File: src/rtl/core/assert_macros.svh
// Assertion macros shared by the log ring RTL.
`ifndef ASSERT_MACROS_SVH
`define ASSERT_MACROS_SVH

// Property checked on every clock edge outside reset.
`define ASSERT_RST(name, prop, msg) \
    name: assert property (@(posedge aclk) disable iff (!aresetn) prop) \
        else $error(msg);

// Condition that must never hold outside reset.
`define ASSERT_NEVER(name, expr, msg) \
    name: assert property (@(posedge aclk) disable iff (!aresetn) !(expr)) \
        else $error(msg);

`endif

File: src/rtl/core/lrfq_pkg.sv
// Types, constants and pointer helpers for the log ring buffer.
package lrfq_pkg;

    localparam int DEPTH         = 16;
    localparam int PTR_W         = $clog2(DEPTH);
    localparam int SIZE_W        = PTR_W + 1;
    localparam int RSIZE_W       = 5;
    localparam int CMP_W         = (RSIZE_W > SIZE_W) ? RSIZE_W : SIZE_W;
    localparam int RING_SIZE_RST = 16;
    localparam int CFG_DATA_W    = 5;
    localparam int CFG_IDX_W     = 1;

    localparam int OPCODE_W = 2;
    localparam int STATUS_W = 2;
    localparam int LEVEL_W  = 3;
    localparam int STAMP_W  = 32;
    localparam int LINE_W   = 16;
    localparam int HANDLE_W = 32;

    typedef enum logic [OPCODE_W-1:0] {
        OP_ENQ = 2'd0,
        OP_DEQ = 2'd1,
        OP_CLR = 2'd2
    } opcode_t;

    typedef enum logic [STATUS_W-1:0] {
        STS_OK      = 2'd0,
        STS_REFUSED = 2'd1,
        STS_DROPPED = 2'd2,
        STS_EMPTY   = 2'd3
    } status_t;

    typedef enum logic [CFG_IDX_W-1:0] {
        CFG_DROP_OLDEST = 1'b0,
        CFG_RING_SIZE   = 1'b1
    } cfg_idx_t;

    typedef enum logic {
        FSM_IDLE = 1'b0,
        FSM_READ = 1'b1
    } fsm_t;

    typedef struct packed {
        logic [LEVEL_W-1:0]  level;
        logic [STAMP_W-1:0]  stamp;
        logic [LINE_W-1:0]   line;
        logic [HANDLE_W-1:0] text;
        logic [HANDLE_W-1:0] func;
        logic [HANDLE_W-1:0] label;
    } record_t;

    typedef struct packed {
        logic             we;
        logic [PTR_W-1:0] addr;
        record_t          rec;
    } store_wr_t;

    typedef struct packed {
        logic             re;
        logic [PTR_W-1:0] addr;
    } store_rd_t;

    // Ring size clamped to [2, DEPTH].
    function automatic logic [SIZE_W-1:0] eff_size(logic [RSIZE_W-1:0] rs);
        logic [CMP_W-1:0] s;
        s = CMP_W'(rs);
        if (s < CMP_W'(2)) s = CMP_W'(2);
        if (s > CMP_W'(DEPTH)) s = CMP_W'(DEPTH);
        return SIZE_W'(s);
    endfunction

    // Next slot; wraps to zero at or past the ring size.
    function automatic logic [PTR_W-1:0] succ(logic [PTR_W-1:0] p,
                                              logic [SIZE_W-1:0] eff);
        logic [SIZE_W-1:0] n;
        n = SIZE_W'(p) + SIZE_W'(1);
        return (n >= eff) ? '0 : n[PTR_W-1:0];
    endfunction

endpackage

File: src/rtl/core/lrfq_store.sv
// Record storage: one synchronous memory per field, per-entry valid bits.
`include "assert_macros.svh"

module lrfq_store (
    input  logic                aclk,
    input  logic                aresetn,
    input  lrfq_pkg::store_wr_t wr,
    input  lrfq_pkg::store_rd_t rd,
    output lrfq_pkg::record_t   rd_rec
);

    logic [lrfq_pkg::LEVEL_W-1:0]  level_mem [lrfq_pkg::DEPTH];
    logic [lrfq_pkg::STAMP_W-1:0]  stamp_mem [lrfq_pkg::DEPTH];
    logic [lrfq_pkg::LINE_W-1:0]   line_mem  [lrfq_pkg::DEPTH];
    logic [lrfq_pkg::HANDLE_W-1:0] text_mem  [lrfq_pkg::DEPTH];
    logic [lrfq_pkg::HANDLE_W-1:0] func_mem  [lrfq_pkg::DEPTH];
    logic [lrfq_pkg::HANDLE_W-1:0] label_mem [lrfq_pkg::DEPTH];

    // Unwritten entries read as zero.
    logic [lrfq_pkg::DEPTH-1:0] vld_ls_reg;
    logic [lrfq_pkg::DEPTH-1:0] vld_line_reg;
    logic [lrfq_pkg::DEPTH-1:0] vld_text_reg;
    logic [lrfq_pkg::DEPTH-1:0] vld_func_reg;
    logic [lrfq_pkg::DEPTH-1:0] vld_label_reg;

    lrfq_pkg::record_t rd_q_reg;
    logic              rd_ls_reg;
    logic              rd_line_reg;
    logic              rd_text_reg;
    logic              rd_func_reg;
    logic              rd_label_reg;

    logic wr_line;
    logic wr_text;
    logic wr_func;
    logic wr_label;

    assign wr_line  = wr.we && (wr.rec.line  != '0);
    assign wr_text  = wr.we && (wr.rec.text  != '0);
    assign wr_func  = wr.we && (wr.rec.func  != '0);
    assign wr_label = wr.we && (wr.rec.label != '0);

    always_ff @(posedge aclk) begin
        if (wr.we) begin
            level_mem[wr.addr] <= wr.rec.level;
            stamp_mem[wr.addr] <= wr.rec.stamp;
        end
        if (wr_line)  line_mem[wr.addr]  <= wr.rec.line;
        if (wr_text)  text_mem[wr.addr]  <= wr.rec.text;
        if (wr_func)  func_mem[wr.addr]  <= wr.rec.func;
        if (wr_label) label_mem[wr.addr] <= wr.rec.label;
    end

    always_ff @(posedge aclk) begin
        if (!aresetn) begin
            vld_ls_reg    <= '0;
            vld_line_reg  <= '0;
            vld_text_reg  <= '0;
            vld_func_reg  <= '0;
            vld_label_reg <= '0;
        end else begin
            if (wr.we)    vld_ls_reg[wr.addr]    <= 1'b1;
            if (wr_line)  vld_line_reg[wr.addr]  <= 1'b1;
            if (wr_text)  vld_text_reg[wr.addr]  <= 1'b1;
            if (wr_func)  vld_func_reg[wr.addr]  <= 1'b1;
            if (wr_label) vld_label_reg[wr.addr] <= 1'b1;
        end
    end

    always_ff @(posedge aclk) begin
        if (rd.re) begin
            rd_q_reg.level <= level_mem[rd.addr];
            rd_q_reg.stamp <= stamp_mem[rd.addr];
            rd_q_reg.line  <= line_mem[rd.addr];
            rd_q_reg.text  <= text_mem[rd.addr];
            rd_q_reg.func  <= func_mem[rd.addr];
            rd_q_reg.label <= label_mem[rd.addr];
            rd_ls_reg      <= vld_ls_reg[rd.addr];
            rd_line_reg    <= vld_line_reg[rd.addr];
            rd_text_reg    <= vld_text_reg[rd.addr];
            rd_func_reg    <= vld_func_reg[rd.addr];
            rd_label_reg   <= vld_label_reg[rd.addr];
        end
    end

    always_comb begin
        rd_rec.level = rd_ls_reg    ? rd_q_reg.level : '0;
        rd_rec.stamp = rd_ls_reg    ? rd_q_reg.stamp : '0;
        rd_rec.line  = rd_line_reg  ? rd_q_reg.line  : '0;
        rd_rec.text  = rd_text_reg  ? rd_q_reg.text  : '0;
        rd_rec.func  = rd_func_reg  ? rd_q_reg.func  : '0;
        rd_rec.label = rd_label_reg ? rd_q_reg.label : '0;
    end

    `ASSERT_NEVER(a_no_rd_wr_overlap, wr.we && rd.re, "read and write in the same cycle")
    `ASSERT_RST(a_wr_marks_valid, wr.we |=> vld_ls_reg[$past(wr.addr)], "written slot not valid")
    `ASSERT_RST(a_line_marks_valid, wr_line |=> vld_line_reg[$past(wr.addr)], "line not valid")

endmodule

File: src/rtl/core/log_ring_fifo_drop_policy_core.sv
// Top level of the log record ring buffer with full-ring drop policy.
// Each transaction on the s_ channel carries one opcode and returns exactly one
// transaction on the m_ channel. Enqueue, clear and unused opcodes write the
// result register directly; a dequeue of a non-empty ring goes through the read
// state, because the record comes from the synchronous record memories. A new
// item is accepted while the block is idle and the result register is empty or
// being taken in the same cycle. Configuration writes take effect at the clock
// edge of the write and are meant to be made while the block is idle.
`include "assert_macros.svh"

module log_ring_fifo_drop_policy_core (
    input  logic                              aclk,
    input  logic                              aresetn,

    input  logic                              cfg_wr_en,
    input  logic [lrfq_pkg::CFG_IDX_W-1:0]    cfg_index,
    input  logic [lrfq_pkg::CFG_DATA_W-1:0]   cfg_data,

    input  logic                              s_valid,
    output logic                              s_ready,
    input  logic [lrfq_pkg::OPCODE_W-1:0]     s_opcode,
    input  logic [lrfq_pkg::LEVEL_W-1:0]      s_in_level,
    input  logic [lrfq_pkg::STAMP_W-1:0]      s_in_stamp,
    input  logic [lrfq_pkg::LINE_W-1:0]       s_in_line,
    input  logic [lrfq_pkg::HANDLE_W-1:0]     s_in_text,
    input  logic [lrfq_pkg::HANDLE_W-1:0]     s_in_func,
    input  logic [lrfq_pkg::HANDLE_W-1:0]     s_in_label,

    output logic                              m_valid,
    input  logic                              m_ready,
    output logic [lrfq_pkg::STATUS_W-1:0]     m_status,
    output logic [lrfq_pkg::LEVEL_W-1:0]      m_out_level,
    output logic [lrfq_pkg::STAMP_W-1:0]      m_out_stamp,
    output logic [lrfq_pkg::LINE_W-1:0]       m_out_line,
    output logic [lrfq_pkg::HANDLE_W-1:0]     m_out_text,
    output logic [lrfq_pkg::HANDLE_W-1:0]     m_out_func,
    output logic [lrfq_pkg::HANDLE_W-1:0]     m_out_label,
    output logic                              m_is_full,
    output logic                              m_is_empty
);

    logic                           drop_oldest_reg;
    logic [lrfq_pkg::RSIZE_W-1:0]   ring_size_reg;
    logic [lrfq_pkg::SIZE_W-1:0]    eff;

    lrfq_pkg::fsm_t                 state_reg, state_next;
    logic [lrfq_pkg::PTR_W-1:0]     head_reg, head_next;
    logic [lrfq_pkg::PTR_W-1:0]     tail_reg, tail_next;

    logic                           m_valid_reg, m_valid_next;
    lrfq_pkg::status_t              status_reg, status_next;
    lrfq_pkg::record_t              out_rec_reg, out_rec_next;
    logic                           full_reg, full_next;
    logic                           empty_reg, empty_next;

    lrfq_pkg::store_wr_t            wr;
    lrfq_pkg::store_rd_t            rd;
    lrfq_pkg::record_t              rd_rec;

    logic                           accept;
    logic                           ring_full;

    lrfq_store u_store (
        .aclk    (aclk),
        .aresetn (aresetn),
        .wr      (wr),
        .rd      (rd),
        .rd_rec  (rd_rec)
    );

    assign eff       = lrfq_pkg::eff_size(ring_size_reg);
    assign s_ready   = (state_reg == lrfq_pkg::FSM_IDLE) && (!m_valid_reg || m_ready);
    assign accept    = s_valid && s_ready;
    assign ring_full = (lrfq_pkg::succ(tail_reg, eff) == head_reg);

    always_ff @(posedge aclk) begin
        if (!aresetn) begin
            drop_oldest_reg <= 1'b0;
            ring_size_reg   <= lrfq_pkg::RSIZE_W'(lrfq_pkg::RING_SIZE_RST);
            state_reg       <= lrfq_pkg::FSM_IDLE;
            head_reg        <= '0;
            tail_reg        <= '0;
            m_valid_reg     <= 1'b0;
        end else begin
            if (cfg_wr_en) begin
                case (cfg_index)
                    lrfq_pkg::CFG_DROP_OLDEST: drop_oldest_reg <= cfg_data[0];
                    lrfq_pkg::CFG_RING_SIZE:   ring_size_reg   <= cfg_data;
                    default: ;
                endcase
            end
            state_reg   <= state_next;
            head_reg    <= head_next;
            tail_reg    <= tail_next;
            m_valid_reg <= m_valid_next;
        end
    end

    // Result payload
    always_ff @(posedge aclk) begin
        status_reg  <= status_next;
        out_rec_reg <= out_rec_next;
        full_reg    <= full_next;
        empty_reg   <= empty_next;
    end

    always_comb begin
        state_next   = state_reg;
        head_next    = head_reg;
        tail_next    = tail_reg;
        m_valid_next = m_valid_reg && !m_ready;
        status_next  = status_reg;
        out_rec_next = out_rec_reg;
        full_next    = full_reg;
        empty_next   = empty_reg;

        wr.we        = 1'b0;
        wr.addr      = tail_reg;
        wr.rec.level = s_in_level;
        wr.rec.stamp = s_in_stamp;
        wr.rec.line  = s_in_line;
        wr.rec.text  = s_in_text;
        wr.rec.func  = s_in_func;
        wr.rec.label = s_in_label;
        rd.re        = 1'b0;
        rd.addr      = head_reg;

        case (state_reg)
            lrfq_pkg::FSM_IDLE: begin
                if (accept) begin
                    status_next  = lrfq_pkg::STS_OK;
                    out_rec_next = '0;
                    m_valid_next = 1'b1;
                    case (s_opcode)
                        lrfq_pkg::OP_ENQ: begin
                            if (ring_full && !drop_oldest_reg) begin
                                status_next = lrfq_pkg::STS_REFUSED;
                            end else begin
                                if (ring_full) begin
                                    head_next   = lrfq_pkg::succ(head_reg, eff);
                                    status_next = lrfq_pkg::STS_DROPPED;
                                end
                                wr.we     = 1'b1;
                                tail_next = lrfq_pkg::succ(tail_reg, eff);
                            end
                        end
                        lrfq_pkg::OP_DEQ: begin
                            if (head_reg == tail_reg) begin
                                status_next = lrfq_pkg::STS_EMPTY;
                            end else begin
                                // store reads the record; the read state loads it
                                rd.re        = 1'b1;
                                head_next    = lrfq_pkg::succ(head_reg, eff);
                                state_next   = lrfq_pkg::FSM_READ;
                                m_valid_next = 1'b0;
                            end
                        end
                        lrfq_pkg::OP_CLR: begin
                            head_next = tail_reg;
                        end
                        default: ;
                    endcase
                    full_next  = (lrfq_pkg::succ(tail_next, eff) == head_next);
                    empty_next = (head_next == tail_next);
                end
            end
            lrfq_pkg::FSM_READ: begin
                out_rec_next = rd_rec;
                m_valid_next = 1'b1;
                state_next   = lrfq_pkg::FSM_IDLE;
            end
            default: begin
                state_next = lrfq_pkg::FSM_IDLE;
            end
        endcase
    end

    assign m_valid     = m_valid_reg;
    assign m_status    = status_reg;
    assign m_out_level = out_rec_reg.level;
    assign m_out_stamp = out_rec_reg.stamp;
    assign m_out_line  = out_rec_reg.line;
    assign m_out_text  = out_rec_reg.text;
    assign m_out_func  = out_rec_reg.func;
    assign m_out_label = out_rec_reg.label;
    assign m_is_full   = full_reg;
    assign m_is_empty  = empty_reg;

    `ASSERT_RST(a_read_slot_free, state_reg == lrfq_pkg::FSM_READ |-> !m_valid_reg, "result busy in read")
    `ASSERT_RST(a_read_one_cycle, state_reg == lrfq_pkg::FSM_READ |=> state_reg == lrfq_pkg::FSM_IDLE && m_valid_reg, "read did not finish")
    `ASSERT_RST(a_deq_reads, accept && s_opcode == lrfq_pkg::OP_DEQ && head_reg != tail_reg |=> state_reg == lrfq_pkg::FSM_READ, "dequeue skipped read")

endmodule

File: config.mk
export PLATFORM = sky130hd
export DESIGN_NAME = log_ring_fifo_drop_policy_core
export DESIGN_NICKNAME = d
export VERILOG_FILES = /design/src/rtl/core/lrfq_pkg.sv /design/src/rtl/core/lrfq_store.sv /design/src/rtl/core/log_ring_fifo_drop_policy_core.sv
export VERILOG_INCLUDE_DIRS = /design/src /design/src/rtl/core
export SDC_FILE = /design/constraint.sdc
export NUM_CORES = 2
export LEC_CHECK = 0
export BUFFER_PORTS_ARGS = -buffer_cell sky130_fd_sc_hd__buf_4
export CAP_MARGIN = 15
export CORE_UTILIZATION = 65
export DETAILED_ROUTE_END_ITERATION = 6
export PLACE_DENSITY = 0.92
export SLEW_MARGIN = 20
export SYNTH_ARGS = -nofsm -noshare
export SYNTH_HDL_FRONTEND = slang
export SYNTH_SLANG_ARGS = --single-unit
File: constraint.sdc
create_clock -name aclk -period 21.1 [get_ports aclk]
set_clock_uncertainty 0.15 [all_clocks]
set_input_delay 6.33 -clock aclk [delete_from_list [all_inputs] [get_ports aclk]]
set_output_delay 6.33 -clock aclk [all_outputs]
set_load 0.02 [all_outputs]
### Word level (Yosys, flattened, before mapping)

Memory sizes are Yosys's and may differ from the RTL's. A register that Yosys moved wholly into a read port is not among the register bits.
Index checks and enable logic that the tools add are counted.

* bits in writable memories: 2352
* memories: 6
* input bits: 160
* register bits after elaboration: 252
* output and inout port bits: 153

Memory list
* u_store.func_mem: words 16, width 32, read ports 1, clocked after Yosys merged registers in 1, wr ports 1, RTL line lrfq_store.sv:16 `logic [lrfq_pkg::HANDLE_W-1:0] func_mem [lrfq_pkg::DEPTH];`
* u_store.label_mem: words 16, width 32, read ports 1, clocked after Yosys merged registers in 1, wr ports 1, RTL line lrfq_store.sv:17 `logic [lrfq_pkg::HANDLE_W-1:0] label_mem [lrfq_pkg::DEPTH];`
* u_store.stamp_mem: words 16, width 32, read ports 1, clocked after Yosys merged registers in 1, wr ports 1, RTL line lrfq_store.sv:13 `logic [lrfq_pkg::STAMP_W-1:0] stamp_mem [lrfq_pkg::DEPTH];`
* u_store.text_mem: words 16, width 32, read ports 1, clocked after Yosys merged registers in 1, wr ports 1, RTL line lrfq_store.sv:15 `logic [lrfq_pkg::HANDLE_W-1:0] text_mem [lrfq_pkg::DEPTH];`
* u_store.line_mem: words 16, width 16, read ports 1, clocked after Yosys merged registers in 1, wr ports 1, RTL line lrfq_store.sv:14 `logic [lrfq_pkg::LINE_W-1:0] line_mem [lrfq_pkg::DEPTH];`
* u_store.level_mem: words 16, width 3, read ports 1, clocked after Yosys merged registers in 1, wr ports 1, RTL line lrfq_store.sv:12 `logic [lrfq_pkg::LEVEL_W-1:0] level_mem [lrfq_pkg::DEPTH];`

* equality and inequality tests: 7
* reduce and logical (&&, ||, !) cells: 21
* order comparisons: 8
* multiplexer cells: 62
* bitwise logic cells: 7
* add/subtract/negate cells: 3

Operators by type and width (count)
* case mux 147 bit (2 select lines): 1
* 2-to-1 mux 147 bit: 1
* 2-to-1 mux 32 bit: 4
* nonzero test 32 bit: 3
* bitwise OR 16 bit: 5
* 2-to-1 mux 4 bit: 12
* 2-to-1 mux 1 bit: 27
* binary-select mux 1 bit (select 4 bit): 5
* equality test 4 bit: 4
* 2-to-1 mux 16 bit: 1
* nonzero test 16 bit: 1
* adder 4 x 1 -> 5 bit (second input constant): 3
* greater-or-equal comparator 5 bit: 3
* case mux 4 bit (3 select lines): 1
* < comparator 4 x 5 -> 1 bit (second input constant): 2
* 2-to-1 mux 5 bit: 2
* logical AND 1 bit: 9
* 2-to-1 mux 2 bit: 3
* AND reduction 2 bit: 3
* > comparator 5 bit (second input constant): 1
* < comparator 5 x 2 -> 1 bit (second input constant): 1
* demux 1 bit (select 4 bit): 1
* greater-or-equal comparator 4 x 1 -> 1 bit (second input constant): 1
* case mux 1 bit (2 select lines): 2
* 9 further kinds: 12

### Logic depth before layout (Yosys ltp)

* depth after elaboration: 16
* gate-level depth with buffers: 23
* gate-level depth less buffers: 22

### Modules after synthesis

Synthesis repeated with hierarchy kept, for this count alone.

* cell total of the unflattened synthesis: 4763
* area total of the unflattened synthesis: 105363.6 µm²

By module, submodules not included
* lrfq_store: area each 98031.5 µm², seq. area each 76793.7 µm², instances 1, cells an instance 4222
* log_ring_fifo_drop_policy_core: area each 7332.0 µm², seq. area each 4854.7 µm², instances 1, cells an instance 541

### Least setup slack after synthesis

OpenSTA, ideal clock, no wires.

* path kind: input to output
* start point: input m_ready
* end point: output s_ready
* path slack: 7.860 ns
* stages on the path: 2
* arrival: 6.760 ns
* cell sequence: inv_1 a21oi_1

* longest elaborated chain between the ends: 2

Ends and longest elaborated chain
* from (decl): RTL line log_ring_fifo_drop_policy_core.sv:30 `input logic m_ready,`
* logical OR 1 bit: RTL line log_ring_fifo_drop_policy_core.sv:72 `assign s_ready = (state_reg == lrfq_pkg::FSM_IDLE) && (!m_valid_reg || m_ready);`
* logical AND 1 bit: RTL line log_ring_fifo_drop_policy_core.sv:72
* to (decl): RTL line log_ring_fifo_drop_policy_core.sv:20 `output logic s_ready,`

No other way between the ends.

### Final worst setup path

Same ends and word-level chain as after synthesis.

==> impl_metrics.env <==
export IMPL_run_status="finished clean"
export IMPL_die_height_um=400.8
export IMPL_number_of_antenna_violations_at_the_first_check_in_global_routing=35
export IMPL_gp_congestion=0.8270
export IMPL_worst_slew_pin_transition_ns=1.285
export IMPL_grt_ovfl_total=0
export IMPL_vdd_ir_drop_worst_mv=0.08151
export IMPL_holdPathStages=1
export IMPL_number_of_different_library_cells_in_the_post_synthesis_netlist=52
export IMPL_place_detailed_hpwl_um=133000
export IMPL_r2r_cells=12
export IMPL_synth_seq_area_share_pct=78.98
export IMPL_design_die_area_sq_mm=0.1606
export IMPL_crit_type="input port to output pin"
export IMPL_cts_root_buffer_cell="clkbuf_16"
export IMPL_wl_per_cell_um=39.73
export IMPL_cts_hold_fix_buffers=0
export IMPL_worst_path_largest_cell_delay_ns=0.21
export IMPL_period_needed_ns=13.32
export IMPL_min_path_type="flop to flop"
export IMPL_crit_path_max_fanout=3
export IMPL_final_slew_violations=0
export IMPL_cts_made_buffers=278
export IMPL_power_density_mw_per_mm2=99.08
export IMPL_clock_sinks=2751
export IMPL_critical_path_cell_chain="buf_4 > inv_1 > a21oi_1 > buf_4"
export IMPL_num_nets_final=4997
export IMPL_route_vias_total=52820
export IMPL_vias_in_the_first_global_route=52980
export IMPL_fin_tns_setup_ns=0
export IMPL_reg2reg_setup_slack_ns=13.94
export IMPL_clk_pin_slew_ns=0.06
export IMPL_drive_above_1_share_pct=31.89
export IMPL_cp_data_required_time_ns=14.62
export IMPL_timing_final_crit_share_pct=63.11
export IMPL_cts_repair_resize_count=0
export IMPL_warning_count_from_the_yosys_run=0
export IMPL_cp_slowest_cell="a21oi_1"
export IMPL_synth_net_count=4550
export IMPL_hold_worst_slack_ns=0.3125
export IMPL_number_of_h_tree_branching_levels=5
export IMPL_crit_family="buffers and inverters"
export IMPL_ant_nets=0
export IMPL_clk_insertion_delay_late_ns=0.93
export IMPL_mappedNetlistArea_sq_mm=0.1034
export IMPL_initial_util_pct=65.80
export IMPL_drv_cap=0
export IMPL_synth_top_cell_by_area="edfxtp_1"
export IMPL_num_io_pins=313
export IMPL_synth_top_area_share_pct=77.12
export IMPL_timing_hold_worst_start="u_store.vld_ls_reg[6]"
export IMPL_share_of_synthesized_flip_flops_with_an_asynchronous_set_or_reset_pct=0
export IMPL_start_kind="input port"
export IMPL_power_w=0.01162
export IMPL_grt_first_pass_wirelength_um=387900
export IMPL_width_of_the_die_um=400.8
export IMPL_r2r_end="u_store.line_mem[13][14]"
export IMPL_ctsLongestPathBuffers=4
export IMPL_synth_edff_count=2655
export IMPL_drt_wl_total_um=281400
export IMPL_io_buffers=312
export IMPL_worstHoldEndpoint="u_store.vld_ls_reg[6]"
export IMPL_rsz0062_at_grt="false"
export IMPL_critical_path_n_buffers_inverters=3
export IMPL_leakage_nw=37.40
export IMPL_syn_to_final_growth_pct=13.47
export IMPL_final_fill_count=7698
export IMPL_maxClockFrequency_mhz=75.10
export IMPL_final_setup_fails=0
export IMPL_timing_max_slew_rel_slack_pct=14.24
export IMPL_synth_top_flop_cell="edfxtp_1"
export IMPL_seq_cells_post_synth=2751
export IMPL_fp_coreArea_sq_mm=0.1571
export IMPL_worstPathArrival_ns=6.84
export IMPL_drt_pass1_iterations=6
export IMPL_drt_initial_drc_count=8289
export IMPL_synth_avg_cell_area_sq_um=23.66
export IMPL_setup_worst_path_end_class="output pin"
export IMPL_post_cts_buffers=0
export IMPL_r2r_start="tail_reg[2]"
export IMPL_grt_start_max_net_pins=123
export IMPL_timing_hold_violations_final=0
export IMPL_via_per_inst=7.459
export IMPL_fp_row_count=145
export IMPL_cts_tree="yes"
export IMPL_synthCells=4369
export IMPL_yosys_top_cells_area="edfxtp_1 (77%), mux4_2 (16%), dfxtp_1 (1.9%)"
export IMPL_track_usage_pct=34.18
export IMPL_remaining_drc_errors=0
export IMPL_critical_path_most_common_cell="buf_4"
-- layer usage --
| metal | vias up | wire length [um] | track usage (%) |
|---|---|---|---|
| li1 | 19510 | - | - |
| met1 | 27210 | 91940 | 45.72 |
| met2 | 5182 | 142100 | 55.84 |
| met3 | 902 | 33310 | 7.059 |
| met4 | 28 | 13850 | 14.16 |
| met5 | - | 190 | 0 |
-- cells in the mapped netlist (all sizes together), types with 31 or more instances --
master	instances
edfxtp	2655
mux4	741
clkbuf	164
and3	150
dfxtp	96
o21a	81
nor2	78
buf	70
a21oi	35
mux2i	32
inv	31
nor4	31
-- placed cells by master, fill, tap and decap left out, types with 54 or more instances in the layout --
| cell type | synthesis | routed |
|---|---|---|
| edfxtp_1 | 2655 | 2655 |
| mux4_2 | 741 | 741 |
| buf_4 | 0 | 390 |
| clkbuf_16 | 0 | 285 |
| and3_1 | 150 | 149 |
| dfxtp_1 | 96 | 91 |
| o21a_1 | 81 | 81 |
| nor2_4 | 0 | 63 |
| clkbuf_1 | 164 | 59 |
| clkinv_1 | 0 | 54 |
-- worst max path at each step --
stage	startpoint	endpoint	slack (ns)	depth (start not counted)
finish	m_ready	s_ready	7.78	4
global route	m_ready	s_ready	7.73	4
CTS	m_ready	s_ready	7.78	4
detailed placement	m_ready	s_ready	7.79	4
global placement	m_ready	s_ready	7.75	4
floorplan	m_ready	s_ready	7.86	2
-- worst register-to-register path, stage by stage, from the launching register on --
cell	delay [ns]
dfxtp_1	0.75
nand3_1	0.30
xor2_1	0.73
inv_1	0.13
ha_1	0.25
a21o_1	0.28
o21bai_1	0.29
mux2i_1	0.40
nor3_2	0.18
a21oi_4	0.27
and2_1	0.70
nand4_1	0.98
nor2_2	1.34
-- kinds of logic (layout without fill, tap and decap cells) --
group           after synthesis  in the layout  synth area share (%)
compound gates              182            182                 1.254
xor+xnor                     15             15                0.1271
fa+ha+maj                    21             21                0.2542
buf+inv                     265            900                0.9768
flops                      2751           2751                 78.98
mux                         773            773                 16.45
other cells                   0             20                     0
simple gates                362            362                 1.952
-- layout make-up --
class                           instances  area [sq um]  area share (%)
Antenna cell                           20         50.05         0.04267
Clock buffer                          346          7381           6.293
Clock inverter                        122          1112          0.9483
Inverter                               31         132.6          0.1131
Multi-Input combinational cell       1353         21210           18.08
Sequential cell                      2751         81670           69.63
Tap cell                             2058          2575           2.195
Timing Repair Buffer                  401          3168           2.701
-- per-stage QoR --
step | setup WS [ns] | cells | cell area, sq um | util [%]
2_1_floorplan | 7.860 | 4369 | 103400 | -
3_3_place_gp | 7.754 | 6586 | 108500 | 69.04
3_5_place_dp | 7.793 | 6590 | 108600 | 69.12
4_1_cts | 7.784 | 7058 | 117100 | 74.52
5_1_grt | 7.728 | 7078 | 117300 | 74.65
6_report | 7.784 | 7082 | 117300 | 74.66
-- where the power goes --
part	switching, W	internal (W)
combinational	0.000398	0.000318
clock	0.00209	0.00273
sequential	0.0000356	0.00604
total	0.00253	0.00909
No activity file was read; power rests on OpenSTA's default activity.
